## config.mk

```make
export PLATFORM = sky130hd
export DESIGN_NAME = tcp_tahoe_congestion_window_top_flat
export DESIGN_NICKNAME = d
export VERILOG_FILES = /design/src/tcw_pkg.sv /design/src/tcw_intf.sv /design/src/tcw_cfg.sv /design/src/tcw_div.sv /design/src/tcp_tahoe_congestion_window_top.sv /design/src/flat_wrapper.sv
export VERILOG_INCLUDE_DIRS = /design/src /design/src/src
export SDC_FILE = /design/constraint.sdc
export NUM_CORES = 1
export LEC_CHECK = 0
export BUFFER_PORTS_ARGS = -buffer_cell sky130_fd_sc_hd__buf_2
export CAP_MARGIN = 5
export CORE_MARGIN = 5
export CORE_UTILIZATION = 40
export DETAILED_ROUTE_END_ITERATION = 12
export SYNTH_ARGS = -nofsm -noshare
export SYNTH_HDL_FRONTEND = slang
export SYNTH_SLANG_ARGS = --single-unit
export TNS_END_PERCENT = 5
```

## constraint.sdc

```tcl
create_clock -name clk -period 11.2 [get_ports clk]
set_input_delay 0.56 -clock clk [delete_from_list [all_inputs] [get_ports clk]]
set_output_delay 0.56 -clock clk [all_outputs]
set_load 0.1 [all_outputs]
```

## src/assert_macros.svh

```systemverilog
`ifndef ASSERT_MACROS_SVH
`define ASSERT_MACROS_SVH

// same-cycle implication, sampled on clk, off while rst_n is low
`define ASSERT_NOW(lbl, ante, cons, msg) \
  lbl: assert property (@(posedge clk) disable iff (!rst_n) (ante) |-> (cons)) \
    else $error(msg);

// next-cycle implication, sampled on clk, off while rst_n is low
`define ASSERT_NEXT(lbl, ante, cons, msg) \
  lbl: assert property (@(posedge clk) disable iff (!rst_n) (ante) |=> (cons)) \
    else $error(msg);

`endif

```

## src/tcw_pkg.sv

```systemverilog
`default_nettype none

package tcw_pkg;

  localparam int CFG_ADDR_W = 4;
  localparam int CFG_DATA_W = 32;
  localparam int DIV_STEPS  = 32;
  localparam int DIV_CNT_W  = $clog2(DIV_STEPS);

  localparam logic [15:0] MSS_RESET      = 16'd536;
  localparam logic [2:0]  IWS_RESET      = 3'd1;
  localparam logic [7:0]  DUP_THR_RESET  = 8'd3;
  localparam logic [31:0] INIT_SS_RESET  = 32'd65535;

  localparam logic [1:0] REG_SEGMENT_SIZE   = 2'd0;
  localparam logic [1:0] REG_INIT_WINDOW    = 2'd1;
  localparam logic [1:0] REG_DUP_ACK_THRESH = 2'd2;
  localparam logic [1:0] REG_INIT_SSTHRESH  = 2'd3;

  typedef enum logic [1:0] {
    OP_START    = 2'd0,
    OP_NEW_ACK  = 2'd1,
    OP_DUP_ACK  = 2'd2,
    OP_TIMEOUT  = 2'd3
  } tcw_op_t;

  typedef enum logic [1:0] {
    ST_IDLE = 2'd0,
    ST_EXEC = 2'd1,
    ST_DIV  = 2'd2,
    ST_OUT  = 2'd3
  } tcw_state_t;

  typedef struct packed {
    logic [15:0] segment_size;
    logic [2:0]  initial_window_segments;
    logic [7:0]  dup_ack_threshold;
    logic [31:0] initial_slow_start_threshold;
  } tcw_cfg_t;

endpackage

`default_nettype wire

```

## src/tcw_intf.sv

```systemverilog
`default_nettype none

interface tcw_in_if;
  logic        valid;
  logic        ready;
  logic [1:0]  op;
  logic [7:0]  dup_count;
  logic        socket_closed;
  logic        all_data_acked;
  logic [31:0] receiver_window;

  modport source (
    output valid, op, dup_count, socket_closed, all_data_acked, receiver_window,
    input  ready
  );
  modport sink (
    input  valid, op, dup_count, socket_closed, all_data_acked, receiver_window,
    output ready
  );
endinterface

interface tcw_out_if;
  logic        valid;
  logic        ready;
  logic [31:0] congestion_window;
  logic [31:0] threshold;
  logic [31:0] send_window;
  logic        retransmit;
  logic        double_rto;

  modport source (
    output valid, congestion_window, threshold, send_window, retransmit, double_rto,
    input  ready
  );
  modport sink (
    input  valid, congestion_window, threshold, send_window, retransmit, double_rto,
    output ready
  );
endinterface

`default_nettype wire

```

## src/tcw_cfg.sv

```systemverilog
`default_nettype none

module tcw_cfg (
  input  logic                            clk,
  input  logic                            rst_n,
  input  logic                            psel,
  input  logic                            penable,
  input  logic                            pwrite,
  input  logic [tcw_pkg::CFG_ADDR_W-1:0]  paddr,
  input  logic [tcw_pkg::CFG_DATA_W-1:0]  pwdata,
  output logic [tcw_pkg::CFG_DATA_W-1:0]  prdata,
  output logic                            pready,
  output tcw_pkg::tcw_cfg_t               cfg
);
  import tcw_pkg::*;

  tcw_cfg_t   cfg_r;
  logic       wr_en;
  logic [1:0] reg_idx;

  assign pready  = 1'b1;
  assign wr_en   = psel & penable & pwrite;
  assign reg_idx = paddr[3:2];
  assign cfg     = cfg_r;

  always_ff @(posedge clk) begin
    if (!rst_n) begin
      cfg_r.segment_size                 <= MSS_RESET;
      cfg_r.initial_window_segments      <= IWS_RESET;
      cfg_r.dup_ack_threshold            <= DUP_THR_RESET;
      cfg_r.initial_slow_start_threshold <= INIT_SS_RESET;
    end else if (wr_en) begin
      case (reg_idx)
        REG_SEGMENT_SIZE:   cfg_r.segment_size <= pwdata[15:0];
        REG_INIT_WINDOW:    cfg_r.initial_window_segments <= pwdata[2:0];
        REG_DUP_ACK_THRESH: cfg_r.dup_ack_threshold <= pwdata[7:0];
        REG_INIT_SSTHRESH:  cfg_r.initial_slow_start_threshold <= pwdata;
        default: ;
      endcase
    end
  end

  always_comb begin
    case (reg_idx)
      REG_SEGMENT_SIZE:   prdata = {16'd0, cfg_r.segment_size};
      REG_INIT_WINDOW:    prdata = {29'd0, cfg_r.initial_window_segments};
      REG_DUP_ACK_THRESH: prdata = {24'd0, cfg_r.dup_ack_threshold};
      REG_INIT_SSTHRESH:  prdata = cfg_r.initial_slow_start_threshold;
      default:            prdata = '0;
    endcase
  end

endmodule

`default_nettype wire

```

## src/tcw_div.sv

```systemverilog
`default_nettype none

module tcw_div (
  input  logic        clk,
  input  logic        rst_n,
  input  logic        start,
  input  logic [31:0] dividend,
  input  logic [31:0] divisor,
  output logic        done,
  output logic [31:0] quotient
);
  import tcw_pkg::*;

  logic [31:0]          rem_r;
  logic [31:0]          quo_r;
  logic [31:0]          dsr_r;
  logic [DIV_CNT_W-1:0] cnt_r;
  logic                 busy_r;
  logic                 done_r;
  logic [32:0]          shifted;
  logic [32:0]          diff;
  logic                 ge;
  logic                 last;

  assign shifted  = {rem_r, quo_r[31]};
  assign diff     = shifted - {1'b0, dsr_r};
  assign ge       = shifted >= {1'b0, dsr_r};
  assign last     = cnt_r == DIV_CNT_W'(DIV_STEPS - 1);
  assign done     = done_r;
  assign quotient = quo_r;

  always_ff @(posedge clk) begin
    if (!rst_n) begin
      busy_r <= 1'b0;
      done_r <= 1'b0;
      cnt_r  <= '0;
    end else begin
      done_r <= busy_r & last;
      if (start) begin
        busy_r <= 1'b1;
        cnt_r  <= '0;
      end else if (busy_r) begin
        cnt_r <= cnt_r + 1'b1;
        if (last) begin
          busy_r <= 1'b0;
        end
      end
    end
  end

  always_ff @(posedge clk) begin
    if (start) begin
      rem_r <= '0;
      quo_r <= dividend;
      dsr_r <= divisor;
    end else if (busy_r) begin
      rem_r <= ge ? diff[31:0] : shifted[31:0];
      quo_r <= {quo_r[30:0], ge};
    end
  end

endmodule

`default_nettype wire

```

## src/tcp_tahoe_congestion_window_top.sv

```systemverilog
// TCP Tahoe congestion window engine.
// Input channel in_ch (valid/ready): one event beat per op, with the duplicate
// ack count, socket state flags and the advertised receiver window.
// Output channel out_ch (valid/ready): exactly one result beat per input beat,
// in order: window, threshold, send window and the retransmit / RTO flags.
// Configuration: APB write/read of four registers at byte offsets 0, 4, 8, 12;
// pready is tied high. Write only while no event is in flight.
// Start, dup ack and timeout events and new acks in slow start go from the
// accepting idle state through exec to out, which loads the result register.
// A new ack in congestion avoidance runs a bit-serial restoring divide of
// mss*mss by the window, one quotient bit per cycle, in the div state between
// exec and out. One event is in flight at a time; the next beat is accepted
// the cycle after the previous result is registered.
// If out_ch stalls, the result register holds its beat, one more input beat is
// accepted and processed, and the engine waits with that result until the
// register frees up.
// Reset (synchronous, rst_n low): window 0, threshold 65535, registers back to
// 536 / 1 / 3 / 65535, both channels empty.
`default_nettype none
`include "assert_macros.svh"

module tcp_tahoe_congestion_window_top (
  input  logic                            clk,
  input  logic                            rst_n,
  tcw_in_if.sink                          in_ch,
  tcw_out_if.source                       out_ch,
  input  logic                            cfg_psel,
  input  logic                            cfg_penable,
  input  logic                            cfg_pwrite,
  input  logic [tcw_pkg::CFG_ADDR_W-1:0]  cfg_paddr,
  input  logic [tcw_pkg::CFG_DATA_W-1:0]  cfg_pwdata,
  output logic [tcw_pkg::CFG_DATA_W-1:0]  cfg_prdata,
  output logic                            cfg_pready
);
  import tcw_pkg::*;

  tcw_cfg_t    cfg;
  tcw_state_t  state_r, state_nxt;

  logic [1:0]  op_r;
  logic [7:0]  dup_r;
  logic        closed_r;
  logic        acked_r;
  logic [31:0] rwnd_r;

  logic [31:0] win_r, win_nxt;
  logic [31:0] ss_r, ss_nxt;
  logic        retx_r, retx_nxt;
  logic        dbl_r, dbl_nxt;

  logic        out_valid_r;
  logic [31:0] out_cw_r;
  logic [31:0] out_ss_r;
  logic [31:0] out_snd_r;
  logic        out_retx_r;
  logic        out_dbl_r;

  logic        in_fire;
  logic        in_rdy;
  logic        out_free;
  logic        out_load;
  logic        need_div;
  logic        div_start;
  logic        div_done;
  logic [31:0] div_quo;
  logic [31:0] sq;
  logic [31:0] inc;
  logic [31:0] add_val;
  logic [32:0] add_sum;
  logic [31:0] add_sat;
  logic [31:0] half;
  logic [31:0] two_mss;
  logic [31:0] loss_ss;
  logic [31:0] init_win;

  tcw_cfg u_cfg (
    .clk     (clk),
    .rst_n   (rst_n),
    .psel    (cfg_psel),
    .penable (cfg_penable),
    .pwrite  (cfg_pwrite),
    .paddr   (cfg_paddr),
    .pwdata  (cfg_pwdata),
    .prdata  (cfg_prdata),
    .pready  (cfg_pready),
    .cfg     (cfg)
  );

  tcw_div u_div (
    .clk      (clk),
    .rst_n    (rst_n),
    .start    (div_start),
    .dividend (sq),
    .divisor  (win_r),
    .done     (div_done),
    .quotient (div_quo)
  );

  assign in_ch.ready = in_rdy;
  assign in_fire     = in_ch.valid & in_rdy;
  assign out_free    = ~out_valid_r | out_ch.ready;
  assign need_div    = (op_r == OP_NEW_ACK) && !(win_r < ss_r) && (win_r != 32'd0);

  assign sq       = {16'd0, cfg.segment_size} * {16'd0, cfg.segment_size};
  assign inc      = (div_quo == 32'd0) ? 32'd1 : div_quo;
  assign add_val  = (state_r == ST_DIV) ? inc : {16'd0, cfg.segment_size};
  assign add_sum  = {1'b0, win_r} + {1'b0, add_val};
  assign add_sat  = add_sum[32] ? '1 : add_sum[31:0];
  assign half     = {1'b0, win_r[31:1]};
  assign two_mss  = {15'd0, cfg.segment_size, 1'b0};
  assign loss_ss  = (half > two_mss) ? half : two_mss;
  assign init_win = {13'd0, {16'd0, cfg.initial_window_segments} * {3'd0, cfg.segment_size}};

  always_comb begin
    state_nxt = state_r;
    case (state_r)
      ST_IDLE: if (in_fire) state_nxt = ST_EXEC;
      ST_EXEC: state_nxt = need_div ? ST_DIV : ST_OUT;
      ST_DIV:  if (div_done) state_nxt = ST_OUT;
      ST_OUT:  if (out_free) state_nxt = ST_IDLE;
      default: state_nxt = ST_IDLE;
    endcase
  end

  always_comb begin
    in_rdy    = 1'b0;
    div_start = 1'b0;
    out_load  = 1'b0;
    case (state_r)
      ST_IDLE: in_rdy = 1'b1;
      ST_EXEC: div_start = need_div;
      ST_DIV:  ;
      ST_OUT:  out_load = out_free;
      default: ;
    endcase
  end

  always_comb begin
    win_nxt  = win_r;
    ss_nxt   = ss_r;
    retx_nxt = retx_r;
    dbl_nxt  = dbl_r;
    if (state_r == ST_EXEC) begin
      retx_nxt = 1'b0;
      dbl_nxt  = 1'b0;
      case (op_r)
        OP_START: begin
          win_nxt = init_win;
          ss_nxt  = cfg.initial_slow_start_threshold;
        end
        OP_NEW_ACK: begin
          if (!need_div) begin
            win_nxt = add_sat;
          end
        end
        OP_DUP_ACK: begin
          if (dup_r == cfg.dup_ack_threshold) begin
            win_nxt  = {16'd0, cfg.segment_size};
            ss_nxt   = loss_ss;
            retx_nxt = 1'b1;
          end
        end
        OP_TIMEOUT: begin
          if (!closed_r && !acked_r) begin
            win_nxt  = {16'd0, cfg.segment_size};
            ss_nxt   = loss_ss;
            retx_nxt = 1'b1;
            dbl_nxt  = 1'b1;
          end
        end
        default: ;
      endcase
    end else if (state_r == ST_DIV && div_done) begin
      win_nxt = add_sat;
    end
  end

  always_ff @(posedge clk) begin
    if (!rst_n) begin
      state_r     <= ST_IDLE;
      win_r       <= '0;
      ss_r        <= INIT_SS_RESET;
      retx_r      <= 1'b0;
      dbl_r       <= 1'b0;
      out_valid_r <= 1'b0;
    end else begin
      state_r <= state_nxt;
      win_r   <= win_nxt;
      ss_r    <= ss_nxt;
      retx_r  <= retx_nxt;
      dbl_r   <= dbl_nxt;
      if (out_load) begin
        out_valid_r <= 1'b1;
      end else if (out_ch.ready) begin
        out_valid_r <= 1'b0;
      end
    end
  end

  always_ff @(posedge clk) begin
    if (in_fire) begin
      op_r     <= in_ch.op;
      dup_r    <= in_ch.dup_count;
      closed_r <= in_ch.socket_closed;
      acked_r  <= in_ch.all_data_acked;
      rwnd_r   <= in_ch.receiver_window;
    end
    if (out_load) begin
      out_cw_r   <= win_r;
      out_ss_r   <= ss_r;
      out_snd_r  <= (rwnd_r < win_r) ? rwnd_r : win_r;
      out_retx_r <= retx_r;
      out_dbl_r  <= dbl_r;
    end
  end

  assign out_ch.valid             = out_valid_r;
  assign out_ch.congestion_window = out_cw_r;
  assign out_ch.threshold         = out_ss_r;
  assign out_ch.send_window       = out_snd_r;
  assign out_ch.retransmit        = out_retx_r;
  assign out_ch.double_rto        = out_dbl_r;

  `ASSERT_NEXT(a_accept_to_exec, in_fire, state_r == ST_EXEC, "accepted beat not executed")
  `ASSERT_NOW(a_div_done_in_div, div_done, state_r == ST_DIV, "divide done outside wait")
  `ASSERT_NOW(a_rto_implies_retx, out_valid_r && out_dbl_r, out_retx_r, "rto without retransmit")
  `ASSERT_NOW(a_send_le_cwnd, out_valid_r, out_snd_r <= out_cw_r, "send window above cwnd")

endmodule

`default_nettype wire
```

## src/flat_wrapper.sv

```systemverilog
// flat-port wrapper written by rule: the top's interface ports become plain ports
module tcp_tahoe_congestion_window_top_flat import tcw_pkg::*;
  (clk, rst_n, cfg_psel, cfg_penable, cfg_pwrite, cfg_paddr, cfg_pwdata, cfg_prdata, cfg_pready, in_ch_valid, in_ch_op, in_ch_dup_count, in_ch_socket_closed, in_ch_all_data_acked, in_ch_receiver_window, in_ch_ready, out_ch_valid, out_ch_congestion_window, out_ch_threshold, out_ch_send_window, out_ch_retransmit, out_ch_double_rto, out_ch_ready);
  tcw_in_if in_ch_i ();
  tcw_out_if out_ch_i ();
  input  logic clk;
  input  logic rst_n;
  input  logic cfg_psel;
  input  logic cfg_penable;
  input  logic cfg_pwrite;
  input  logic [tcw_pkg::CFG_ADDR_W-1:0] cfg_paddr;
  input  logic [tcw_pkg::CFG_DATA_W-1:0] cfg_pwdata;
  output logic [tcw_pkg::CFG_DATA_W-1:0] cfg_prdata;
  output logic cfg_pready;
  input wire logic [$bits(in_ch_i.valid)-1:0] in_ch_valid;
  input wire logic [$bits(in_ch_i.op)-1:0] in_ch_op;
  input wire logic [$bits(in_ch_i.dup_count)-1:0] in_ch_dup_count;
  input wire logic [$bits(in_ch_i.socket_closed)-1:0] in_ch_socket_closed;
  input wire logic [$bits(in_ch_i.all_data_acked)-1:0] in_ch_all_data_acked;
  input wire logic [$bits(in_ch_i.receiver_window)-1:0] in_ch_receiver_window;
  output wire logic [$bits(in_ch_i.ready)-1:0] in_ch_ready;
  output wire logic [$bits(out_ch_i.valid)-1:0] out_ch_valid;
  output wire logic [$bits(out_ch_i.congestion_window)-1:0] out_ch_congestion_window;
  output wire logic [$bits(out_ch_i.threshold)-1:0] out_ch_threshold;
  output wire logic [$bits(out_ch_i.send_window)-1:0] out_ch_send_window;
  output wire logic [$bits(out_ch_i.retransmit)-1:0] out_ch_retransmit;
  output wire logic [$bits(out_ch_i.double_rto)-1:0] out_ch_double_rto;
  input wire logic [$bits(out_ch_i.ready)-1:0] out_ch_ready;
  assign in_ch_i.valid = in_ch_valid;
  assign in_ch_i.op = in_ch_op;
  assign in_ch_i.dup_count = in_ch_dup_count;
  assign in_ch_i.socket_closed = in_ch_socket_closed;
  assign in_ch_i.all_data_acked = in_ch_all_data_acked;
  assign in_ch_i.receiver_window = in_ch_receiver_window;
  assign in_ch_ready = in_ch_i.ready;
  assign out_ch_valid = out_ch_i.valid;
  assign out_ch_congestion_window = out_ch_i.congestion_window;
  assign out_ch_threshold = out_ch_i.threshold;
  assign out_ch_send_window = out_ch_i.send_window;
  assign out_ch_retransmit = out_ch_i.retransmit;
  assign out_ch_double_rto = out_ch_i.double_rto;
  assign out_ch_i.ready = out_ch_ready;
  tcp_tahoe_congestion_window_top u_core (.clk(clk), .rst_n(rst_n), .in_ch(in_ch_i), .out_ch(out_ch_i), .cfg_psel(cfg_psel), .cfg_penable(cfg_penable), .cfg_pwrite(cfg_pwrite), .cfg_paddr(cfg_paddr), .cfg_pwdata(cfg_pwdata), .cfg_prdata(cfg_prdata), .cfg_pready(cfg_pready));
endmodule
```

==> metrics.cfg, run 1 <==
[run_status]
status=finished, final reports clean

[clock_network]
numCtsBuffers=42
cts_htree_levels=2
insertion_delay_ns=0.60
clkSinkCount=373
clk_pin_slew_worst_paths_ns=0.07
clock_path_buffers=3
cts_setup_buffers=0
postCtsResizedCells=0
cts.root.buffer_cell=clkbuf_16
cts_tree=yes
post_cts_hold_buffer_count=0

[floorplan]
core_area_um2=71100
io-pin-count=220
floorplan.initialDensity_pct=40.2
std_cell_rows=98
die-height_um=277
die_w_um=277
fp.dieArea_um2=76900

[setup_path]
critPathKind=flip-flop to flip-flop
start_kind=flip-flop
worstReg2RegStart=u_core.u_cfg.cfg[46]$_SDFFE_PN1P_
critPathMaxFanout=17
worst_ep_arrival_time_ns=8.30
r2r_setup_slack_ns=3.36
length_in_cells_of_the_worst_reg_to_reg_path=22
crit_required_ns=11.66
worstSetupStartpoint=u_core.u_cfg.cfg[46]$_SDFFE_PN1P_
cp-endpoint=u_core.u_div.quotient[25]$_DFFE_PP_
r2r_end=u_core.u_div.quotient[25]$_DFFE_PP_
setup.worst_path.end_class=flip-flop

[routing]
wl_um=85500
route.antenna.remaining_nets=0
dr_total_vias=22400
drt_iter0_markers=1519
avgViaCountPerCell=5.31
dr.pass1.iters=5
drt_drc_violations_left=0
route.detailed.wl_per_inst_um=20.3

[layout]
drive_above_1_share_pct=13.1
num-fill-cells=6970
final_instance_area_um2=32100
finalCoreUtilization_pct=45.1
area_growth_syn_to_layout_pct=12.3
layout.nets=3766

[place]
gpl.final_weighted_congestion=0.887
port_buffers=216
place_ws_ns=3.37
hpwl_um=63300
post_dp_cell_area_um2=30700

[sta]
hold_ws_ns=0.131
min_period_ns=7.84
max_freq_mhz=128
drv_slew=0
timing.final.hold_violations=0
tightestPinTransition_ns=1.15
finalSetupViolCount=0
slew-limit-headroom_pct=23.0
timing.setup.tns_ns=0
grt_setup_unrepaired=no
finClkSkew_ns=0.0330
setup_slack_ns=3.36
fin_crit_sh_pct=70.0

[global_route]
grt_overflow_total=0
antenna_found_initial=3
grt_start_max_net_pins=79
global_route_wire_length_before_repair_um=131000
grt_util_all_layers_pct=21.5
first_global_vias=21800

[flow_run]
max_cap_viol_count=0

[synth]
mappedNetlistNets=3587
synth_cell_types=88
synthFlopType=edfxtp_1
warnings_synthesis=0
syn_area_um2=28600
synthesis.instances=3051
avgSynthCellArea_um2=9.37
seq_area_frac_synth_pct=33.3
postSynth.asyncResetShare_pct=0
count_of_flip_flops_with_a_built_in_enable_after_synthesis=206
number_of_register_bits_inferred_by_synthesis=373

[min_path]
min-delay-path-class=primary input to flip-flop

[pwr]
total_power_density_per_cell_area_nw_per_um2=175
ir_drop_mv=0.182
leakagePower_nw=15.0

## registers in the layout (all words and copies together), names as in the netlist, 5 cells and up
register and count:
u_core.u_div.rem_r 32, u_core.u_div.dsr_r 32, u_core.win_r 32, u_core.out_ch.threshold 32, u_core.u_cfg.cfg 59, u_core.ss_r 32
u_core.u_div.cnt_r 5, u_core.rwnd_r 32, u_core.dup_r 8, u_core.u_div.quotient 32, u_core.out_ch.send_window 32, u_core.out_ch.congestion_window 32
## placed cells by master (no fill, tap or decap), types with 57 or more instances in the layout
| cell | netlist | final |
|---|---|---|
| a211oi_1 | 57 | 57 |
| a21o_1 | 75 | 75 |
| a21oi_1 | 179 | 177 |
| buf_2 | 14 | 216 |
| dfxtp_1 | 167 | 166 |
| edfxtp_1 | 206 | 206 |
| fa_1 | 181 | 181 |
| ha_1 | 268 | 268 |
| inv_1 | 405 | 404 |
| nand2_1 | 344 | 342 |
| nor2_1 | 194 | 193 |
| o21ai_0 | 134 | 134 |
| xnor2_1 | 59 | 59 |
## critical path, cell delays in order, from the launching register on
cell and delay, ns:
dfxtp_1 0.89, clkinv_1 0.74, nor2_1 0.38, inv_1 0.10
fa_1 0.50, fa_1 0.51, inv_1 0.04, ha_1 0.31
fa_1 0.54, fa_1 0.55, inv_1 0.05, fa_1 0.54
inv_1 0.05, ha_1 0.34, and3_1 0.21, o211ai_2 0.15
a311oi_2 0.50, a221o_2 0.30, a31oi_2 0.15, nor2b_1 0.15
o21ai_1 0.06, a2111oi_0 0.52, a21o_1 0.13
## worst min path at each step
stage / start / to / slack [ns] / cells past startpoint
finish: in_ch_receiver_window[27] / u_core.rwnd_r[27]$_DFFE_PP_ / 0.13 / 1
global placement: u_core.ss_r[7]$_SDFFE_PN1P_ / u_core.out_ch.threshold[7]$_DFFE_PP_ / 0.41 / 0
detailed placement: u_core.retx_r$_SDFFE_PN0N_ / u_core.out_ch.retransmit$_DFFE_PP_ / 0.41 / 0
CTS: in_ch_receiver_window[23] / u_core.rwnd_r[23]$_DFFE_PP_ / 0.09 / 1
global route: in_ch_receiver_window[23] / u_core.rwnd_r[23]$_DFFE_PP_ / 0.10 / 1
floorplan: u_core.retx_r$_SDFFE_PN0N_ / u_core.out_ch.retransmit$_DFFE_PP_ / 0.40 / 0
## routing by layer
metal	global-route usage [%]	vias up	wire length [um]
li1	-	10900	-
met1	30.2	10800	38700
met2	35.2	607	39500
met3	3.06	117	5040
met4	5.70	0	2220
met5	0	-	0
## synth_stat cells (all sizes together) (9+ instances only)
cell type	instances	area share [%]
a211oi	60	1.6
a21o	76	2.0
a21oi	184	3.3
a22o	20	0.61
a31oi	23	0.53
and2	42	0.94
and3	40	0.88
buf	32	0.64
clkbuf	103	1.4
dfxtp	167	12
edfxtp	206	22
fa	181	13
ha	268	12
inv	406	5.3
mux2	39	1.5
mux2i	43	1.5
nand2	344	4.5
nand2b	14	0.31
nand3	49	0.86
nand4	29	0.63
nor2	196	2.6
nor2b	25	0.55
nor3	28	0.49
nor4	21	0.46
o211ai	21	0.57
o21a	21	0.56
o21ai	157	2.8
o21bai	13	0.34
o221ai	17	0.52
o31ai	12	0.35
or3	9	0.20
xnor2	59	1.8
xor2	40	1.2
## stage by stage
step / cells / power [W]
floorplan: 3051 / 0.00362
global placement: 4136 / 0.00421
detailed placement: 4136 / 0.00422
CTS: 4214 / 0.00562
global route: 4215 / 0.00594
finish: 4215 / 0.00561
## final cells by class
type	count	area, um^2	share of cell area [%]
well taps	950	1190	3.70
repair buffers	271	1490	4.65
clock inverters	21	225	0.701
flip-flops and latches	373	9530	29.7
inverters	413	1550	4.83
multi-input cells	2129	17000	52.9
diodes	1	2.50	0.00779
clock buffers	57	1140	3.54
## cells by family after synthesis
group / synth area share, %
flops: 33.3
xor+xnor: 3.03
fa+ha+maj: 24.4
buf+inv: 7.45
mux: 3.28
other cells: 0.0131
compound gates: 15.5
simple gates: 12.9
## where the power goes
group / switching [W] / internal [W] / leakage [nW] / total [W]
Sequential: 0.000207 / 0.00172 / 3.24 / 0.00192
Clock: 0.000614 / 0.000774 / 0.653 / 0.00139
Combinational: 0.00154 / 0.000762 / 11.2 / 0.00230
Total: 0.00236 / 0.00325 / 15.0 / 0.00561
(Power assumes the default switching activity.)
==> run 2, diff against run 1 <==
Clock period 11.2 ns to 7.1 ns, I/O delays scaled along.
==> run 2 against run 1 <==
Net effect:
- count of clock-buffer cells in the layout increased by 5
- sequential share of layout area decreased by 0.71 points
- cell area increased by 2.5%
- first-iteration DRC count increased by 21%
- flip-flop and latch count unchanged
==> metrics.cfg, run 2 (synthesis results as in run 1) <==
[run_status]
status=finished, final reports clean

[layout]
finalCoreUtilization_pct=46.3  ; +1.1 points
layout.area.seq_um2=9530  ; about the same
final_instance_area_um2=32900  ; +2.5%
layout.nets=3837  ; +1.9%
area_growth_syn_to_layout_pct=15.1
num-fill-cells=6976  ; +0.086%
commonest_non_fill_non_tap_cells_in_the_layout=inv_1, nand2_1, ha_1
drive_above_1_share_pct=13.7  ; +0.59 points
largest_register_ffs=59  ; unchanged
most_common_cell_after_layout_fill_and_taps_aside=inv_1
multi_input_area_um2=17000  ; about the same

[pwr]
ir_drop_mv=0.211  ; +16%
total_power_density_per_cell_area_nw_per_um2=274  ; +57%
leakagePower_nw=15.4  ; +2.5%

[routing]
avgViaCountPerCell=5.35  ; +0.69%
route.detailed.wl_per_inst_um=20.5  ; +1.2%
drt_iter0_markers=1840  ; +21%
route.antenna.remaining_nets=0  ; unchanged
dr.pass1.iters=5  ; unchanged
wl_um=88000  ; +2.9%
dr_total_vias=22900  ; +2.4%
drt_drc_violations_left=0  ; unchanged

[flow_run]
max_cap_viol_count=0  ; unchanged

[global_route]
global_route_wire_length_before_repair_um=135000  ; +3.2%
antenna_found_initial=3  ; unchanged
grt_overflow_total=0  ; unchanged
grt_start_max_net_pins=67  ; -15%
grt_util_all_layers_pct=22.3  ; +0.77 points
first_global_vias=22700  ; +4.5%

[floorplan]
floorplan.initialDensity_pct=40.2  ; unchanged
fp.dieArea_um2=76900  ; unchanged
die_w_um=277  ; unchanged
die-height_um=277  ; unchanged
std_cell_rows=98  ; unchanged
io-pin-count=220  ; unchanged
core_area_um2=71100  ; unchanged

[place]
port_buffers=216  ; unchanged
gpl.final_weighted_congestion=0.875  ; -1.4%
post_dp_cell_area_um2=30900  ; +0.55%
place_ws_ns=0.277  ; -3.09 ns
hpwl_um=66500  ; +5.2%

[clock_network]
cts_htree_levels=2  ; unchanged
insertion_delay_ns=0.58  ; -0.02 ns
cts_setup_buffers=0  ; unchanged
cts_tree=yes
clkSinkCount=373  ; unchanged
cts.root.buffer_cell=clkbuf_16
numCtsBuffers=42  ; unchanged
clk_pin_slew_worst_paths_ns=0.06  ; about the same
clock_path_buffers=3  ; unchanged

[sta]
setup_slack_ns=0.345  ; -3.02 ns
timing.setup.tns_ns=0  ; unchanged
fin_crit_sh_pct=95.1  ; +25 points
grt_setup_unrepaired=no
timing.final.hold_violations=0  ; unchanged
drv_slew=0  ; unchanged
finalSetupViolCount=0  ; unchanged
finClkSkew_ns=0.0263  ; -0.00673 ns
slew-limit-headroom_pct=23.5  ; +0.50 points
min_period_ns=6.76  ; -1.08 ns
max_freq_mhz=148  ; +16%
tightestPinTransition_ns=1.15  ; -0.00746 ns

[setup_path]
critPathKind=flip-flop to flip-flop
setup.worst_path.end_class=flip-flop
crit_required_ns=7.39  ; -4.27 ns
worst_ep_arrival_time_ns=7.05  ; -1.25 ns
length_in_cells_of_the_worst_reg_to_reg_path=22  ; unchanged
start_kind=flip-flop
critPathMaxFanout=18  ; +1

[min_path]
min-delay-path-class=primary input to flip-flop
timing.hold.worst_path_depth=3  ; +2

-- run 2: changes by cell type in the layout (fill, tap and decap cells not counted), sizes merged --
cell / previous run / this run
inv: 410 / 409
clkinv: 18 / 15
clkinvlp: 4 / 1
buf: 271 / 294
bufinv: 2 / 4
dlygate4sd3: 0 / 48
clkbuf: 57 / 62
-- run 2: worst max-delay path, cell delays in order (launching register included) --
cell      delay [ns]
dfxtp_1         0.45
buf_4           0.34
nand2_1         0.12
fa_1            0.56
fa_1            0.56
inv_1           0.05
fa_1            0.52
fa_1            0.45
fa_1            0.54
inv_1           0.05
fa_1            0.52
inv_1           0.04
ha_1            0.36
o21ai_0         0.18
nand2b_1        0.07
a31oi_1         0.25
a311oi_2        0.10
a221o_2         0.48
a31oi_2         0.32
o21ai_1         0.09
a21oi_1         0.19
xor2_1          0.16
o21ai_1         0.07
-- run 2: path summary, 6_finish.rpt --
kind	from	to	slack, ns
worst max-delay path	u_core.u_cfg.cfg[47]$_SDFFE_PN1P_	u_core.u_div.quotient[27]$_DFFE_PP_	0.34
worst min-delay path	cfg_pwdata[29]	u_core.u_cfg.cfg[29]$_SDFFE_PN0P_	0.02
worst max register to register	u_core.u_cfg.cfg[47]$_SDFFE_PN1P_	u_core.u_div.quotient[27]$_DFFE_PP_	0.34
worst min register to register	u_core.retx_r$_SDFFE_PN0N_	u_core.out_ch.retransmit$_DFFE_PP_	0.42
-- run 2: area by class of cell --
class                      instances  area share (%)
clock inverter                    16           0.742
inverter                         413            4.71
multi-input combinational       2129            51.6
timing repair buffer             342            6.53
clock buffer                      62            3.80
antenna                            1         0.00761
sequential                       373            29.0
tap                              950            3.61
-- run 2: stage by stage --
step                      hold WS, ns  total power [W]  std cells
after detailed placement        0.415          0.00666       4159
after global placement          0.411          0.00664       4159
after floorplan                 0.401          0.00571       3051
after global routing           0.0113          0.00954       4286
final                          0.0218          0.00902       4286
after CTS                     0.00319          0.00903       4285
-- run 2: power breakdown --
group | switching, W | total, W | internal (W)
Clock | 0.000944 | 0.00233 | 0.00139
Combinational | 0.00242 | 0.00363 | 0.00122
Sequential | 0.000351 | 0.00306 | 0.00271
-- run 2: repair_timing --
item | in CTS | in global routing
hold buffers | 48 | 0
resized for setup | 0 | 4
endpoints found under the hold margin | 48 | 0
endpoints found under the setup margin | 0 | 5
-- run 2: routing by layer --
metal / global-route usage, % / wire length, um / vias up
li1: - / - / 11000
met1: 30.8 / 38900 / 11100
met2: 35.9 / 40300 / 671
met3: 3.42 / 5120 / 187
met4: 7.91 / 3580 / 0
met5: 0 / 0 / -
==> run 3, diff against run 2 <==
Settings changed: ABC_CLOCK_PERIOD_IN_PS set to 7100, PLACE_DENSITY set to 0.58.
==> run 3 against run 2 <==
Net effect:
- cell area about the same
- highest routed layer is now met5
- hold slack worse by 0.0015 ns
- routed wire length up 0.78%
- global-route usage up 0.22 points
- worst setup slack better by 0.016 ns
- die area unchanged
- power down 0.15%
==> metrics.cfg, run 3 (synthesis results as in run 1) <==
[sta]
hold_ws_ns=0.0203  ; -0.00148 ns
drv_slew=0  ; unchanged
tightestPinTransition_ns=1.21  ; +0.0602 ns
timing.setup.tns_ns=0  ; unchanged
finalSetupViolCount=0  ; unchanged
max_freq_mhz=148  ; +0.24%
min_period_ns=6.74  ; -0.0163 ns
timing.final.hold_violations=0  ; unchanged
fin_crit_sh_pct=94.9  ; -0.23 points
finClkSkew_ns=0.0270  ; +0.000743 ns
setup_slack_ns=0.361  ; +0.0163 ns
slew-limit-headroom_pct=19.5  ; -4.0 points

[global_route]
met2_usage_pct=36.5  ; +0.62 points
grt_start_max_net_pins=78  ; +16%
antenna_found_initial=4  ; +1
global_route.usage.met1_pct=30.8  ; about the same
grt_overflow_total=0  ; unchanged
globalRouteMet3Util_pct=4.04  ; +0.62 points
first_global_vias=22700  ; -0.22%
globalRoute.busiestLayer=met2
grt_util_all_layers_pct=22.5  ; +0.22 points
global_route_wire_length_before_repair_um=136000  ; +0.68%

[routing]
drt_iter0_markers=1677  ; -8.9%
dr.pass1.iters=6  ; +1
wl_um=88600  ; +0.78%
dr_total_vias=22900  ; -0.12%
drt_drc_violations_left=0  ; unchanged
avgViaCountPerCell=5.34  ; -0.26%
route.antenna.remaining_nets=0  ; unchanged
route.detailed.wl_per_inst_um=20.7  ; +0.64%

[place]
gpl.final_weighted_congestion=0.876  ; +0.21%
port_buffers=216  ; unchanged
place_ws_ns=0.175  ; -0.102 ns
hpwl_um=66700  ; +0.24%

[clock_network]
clkSinkCount=373  ; unchanged
clk_pin_slew_worst_paths_ns=0.06  ; about the same
numCtsBuffers=44  ; +4.8%
cts.root.buffer_cell=clkbuf_16
cts_setup_buffers=0  ; unchanged
insertion_delay_ns=0.58  ; about the same
clock_path_buffers=3  ; unchanged
cts_tree=yes
cts_htree_levels=2  ; unchanged

[setup_path]
crit_required_ns=7.39  ; about the same
setup.worst_path.end_class=flip-flop
worst_ep_arrival_time_ns=7.03  ; -0.02 ns
critical_path.most_common_cell=inv_1
start_kind=flip-flop
critPathKind=flip-flop to flip-flop
cpMaxStageDelayCell=fa_1
critPathMaxFanout=8  ; -10
crit_path_max_incr_delay_ns=0.56  ; about the same

[pwr]
total_power_density_per_cell_area_nw_per_um2=274  ; -0.21%
clock_power_share_pct=25.5  ; -0.3 points
seqPwrFrac_pct=33.9  ; about the same
power.internal_w=0.00528  ; -0.46%
power_switching_w=0.00372  ; +0.29%
swShare_pct=41.3  ; +0.18 points
comb_power_share_pct=40.6  ; +0.3 points
leakagePower_nw=15.4  ; about the same
report.power.total_w=0.00901  ; -0.15%
ir_drop_mv=0.199  ; -5.4%

[layout]
drive_above_1_share_pct=13.9  ; +0.24 points
area_growth_syn_to_layout_pct=15.2  ; about the same
most_common_cell_after_layout_fill_and_taps_aside=inv_1
commonest_non_fill_non_tap_cells_in_the_layout=inv_1, nand2_1, ha_1
layout.nets=3841  ; +0.10%
largest_register_ffs=59  ; unchanged

[min_path]
min-delay-path-class=primary input to flip-flop

[floorplan]
core_area_um2=71100  ; unchanged
die-height_um=277  ; unchanged
io-pin-count=220  ; unchanged
die_w_um=277  ; unchanged
floorplan.initialDensity_pct=40.2  ; unchanged
std_cell_rows=98  ; unchanged
fp.dieArea_um2=76900  ; unchanged

[run_status]
status=finished, final reports clean

[flow_run]
max_cap_viol_count=0  ; unchanged

==> run 3: power groups by stage <==
stage | clock network, W | logic, W | registers [W]
5_1_grt | 0.00244 | 0.00402 | 0.00308
3_5_place_dp | 0 | 0.00360 | 0.00308
6_report | 0.00230 | 0.00365 | 0.00305
3_3_place_gp | 0 | 0.00359 | 0.00308
2_1_floorplan | 0 | 0.00232 | 0.00340
4_1_cts | 0.00234 | 0.00364 | 0.00304
==> run 3: routing by layer <==
metal | wire (um) | part of all wire, %
met5 | 13 | 0.015
met4 | 2850 | 3.2
met3 | 5950 | 6.7
met2 | 41200 | 46
met1 | 38600 | 44
==> run 3: area by class of cell <==
cell class                      count  area, um^2
Antenna cell                        1        2.50
Clock buffer                       55        1160
Clock inverter                     27         295
Fill cell                        6977       38200
Inverter                          413        1550
Multi-Input combinational cell   2129       17000
Sequential cell                   373        9540
Tap cell                          950        1190
Timing Repair Buffer              344        2170
==> run 3: worst paths after layout <==
check / from / to / slack, ns / cells past startpoint
min reg2reg: u_core.retx_r$_SDFFE_PN0N_ / u_core.out_ch.retransmit$_DFFE_PP_ / 0.42 / 0
min: cfg_pwdata[30] / u_core.u_cfg.cfg[30]$_SDFFE_PN0P_ / 0.02 / 3
max: u_core.u_cfg.cfg[48]$_SDFFE_PN0P_ / u_core.u_div.quotient[29]$_DFFE_PP_ / 0.36 / 25
max reg2reg: u_core.u_cfg.cfg[48]$_SDFFE_PN0P_ / u_core.u_div.quotient[29]$_DFFE_PP_ / 0.36 / 25
==> run 3: timing repair <==
action / CTS / global route
gates resized for setup: 0 / 12
hold buffers: 48 / 0
setup endpoints to repair: 0 / 10
endpoints found under the hold margin: 48 / 0
==> run 3: worst max-delay path, delay by kind of cell, from the launching register on <==
family | cells | cell delay, ns
AO/OA/AOI/OAI | 7 | 1.50
AND/OR/NAND/NOR | 3 | 0.37
flip-flops | 1 | 0.42
XOR/XNOR | 1 | 0.16
buffers and inverters | 7 | 0.48
adder cells (fa/ha/maj) | 7 | 3.53
==> run 3: per-stage QoR <==
step                      util (%)  cell area (um^2)  std cells
after global routing          46.3             32900       4291
after detailed placement      43.5             30900       4161
after floorplan                  -             28600       3051
after CTS                     46.2             32900       4291
after global placement        43.5             30900       4161
final                         46.3             32900       4292
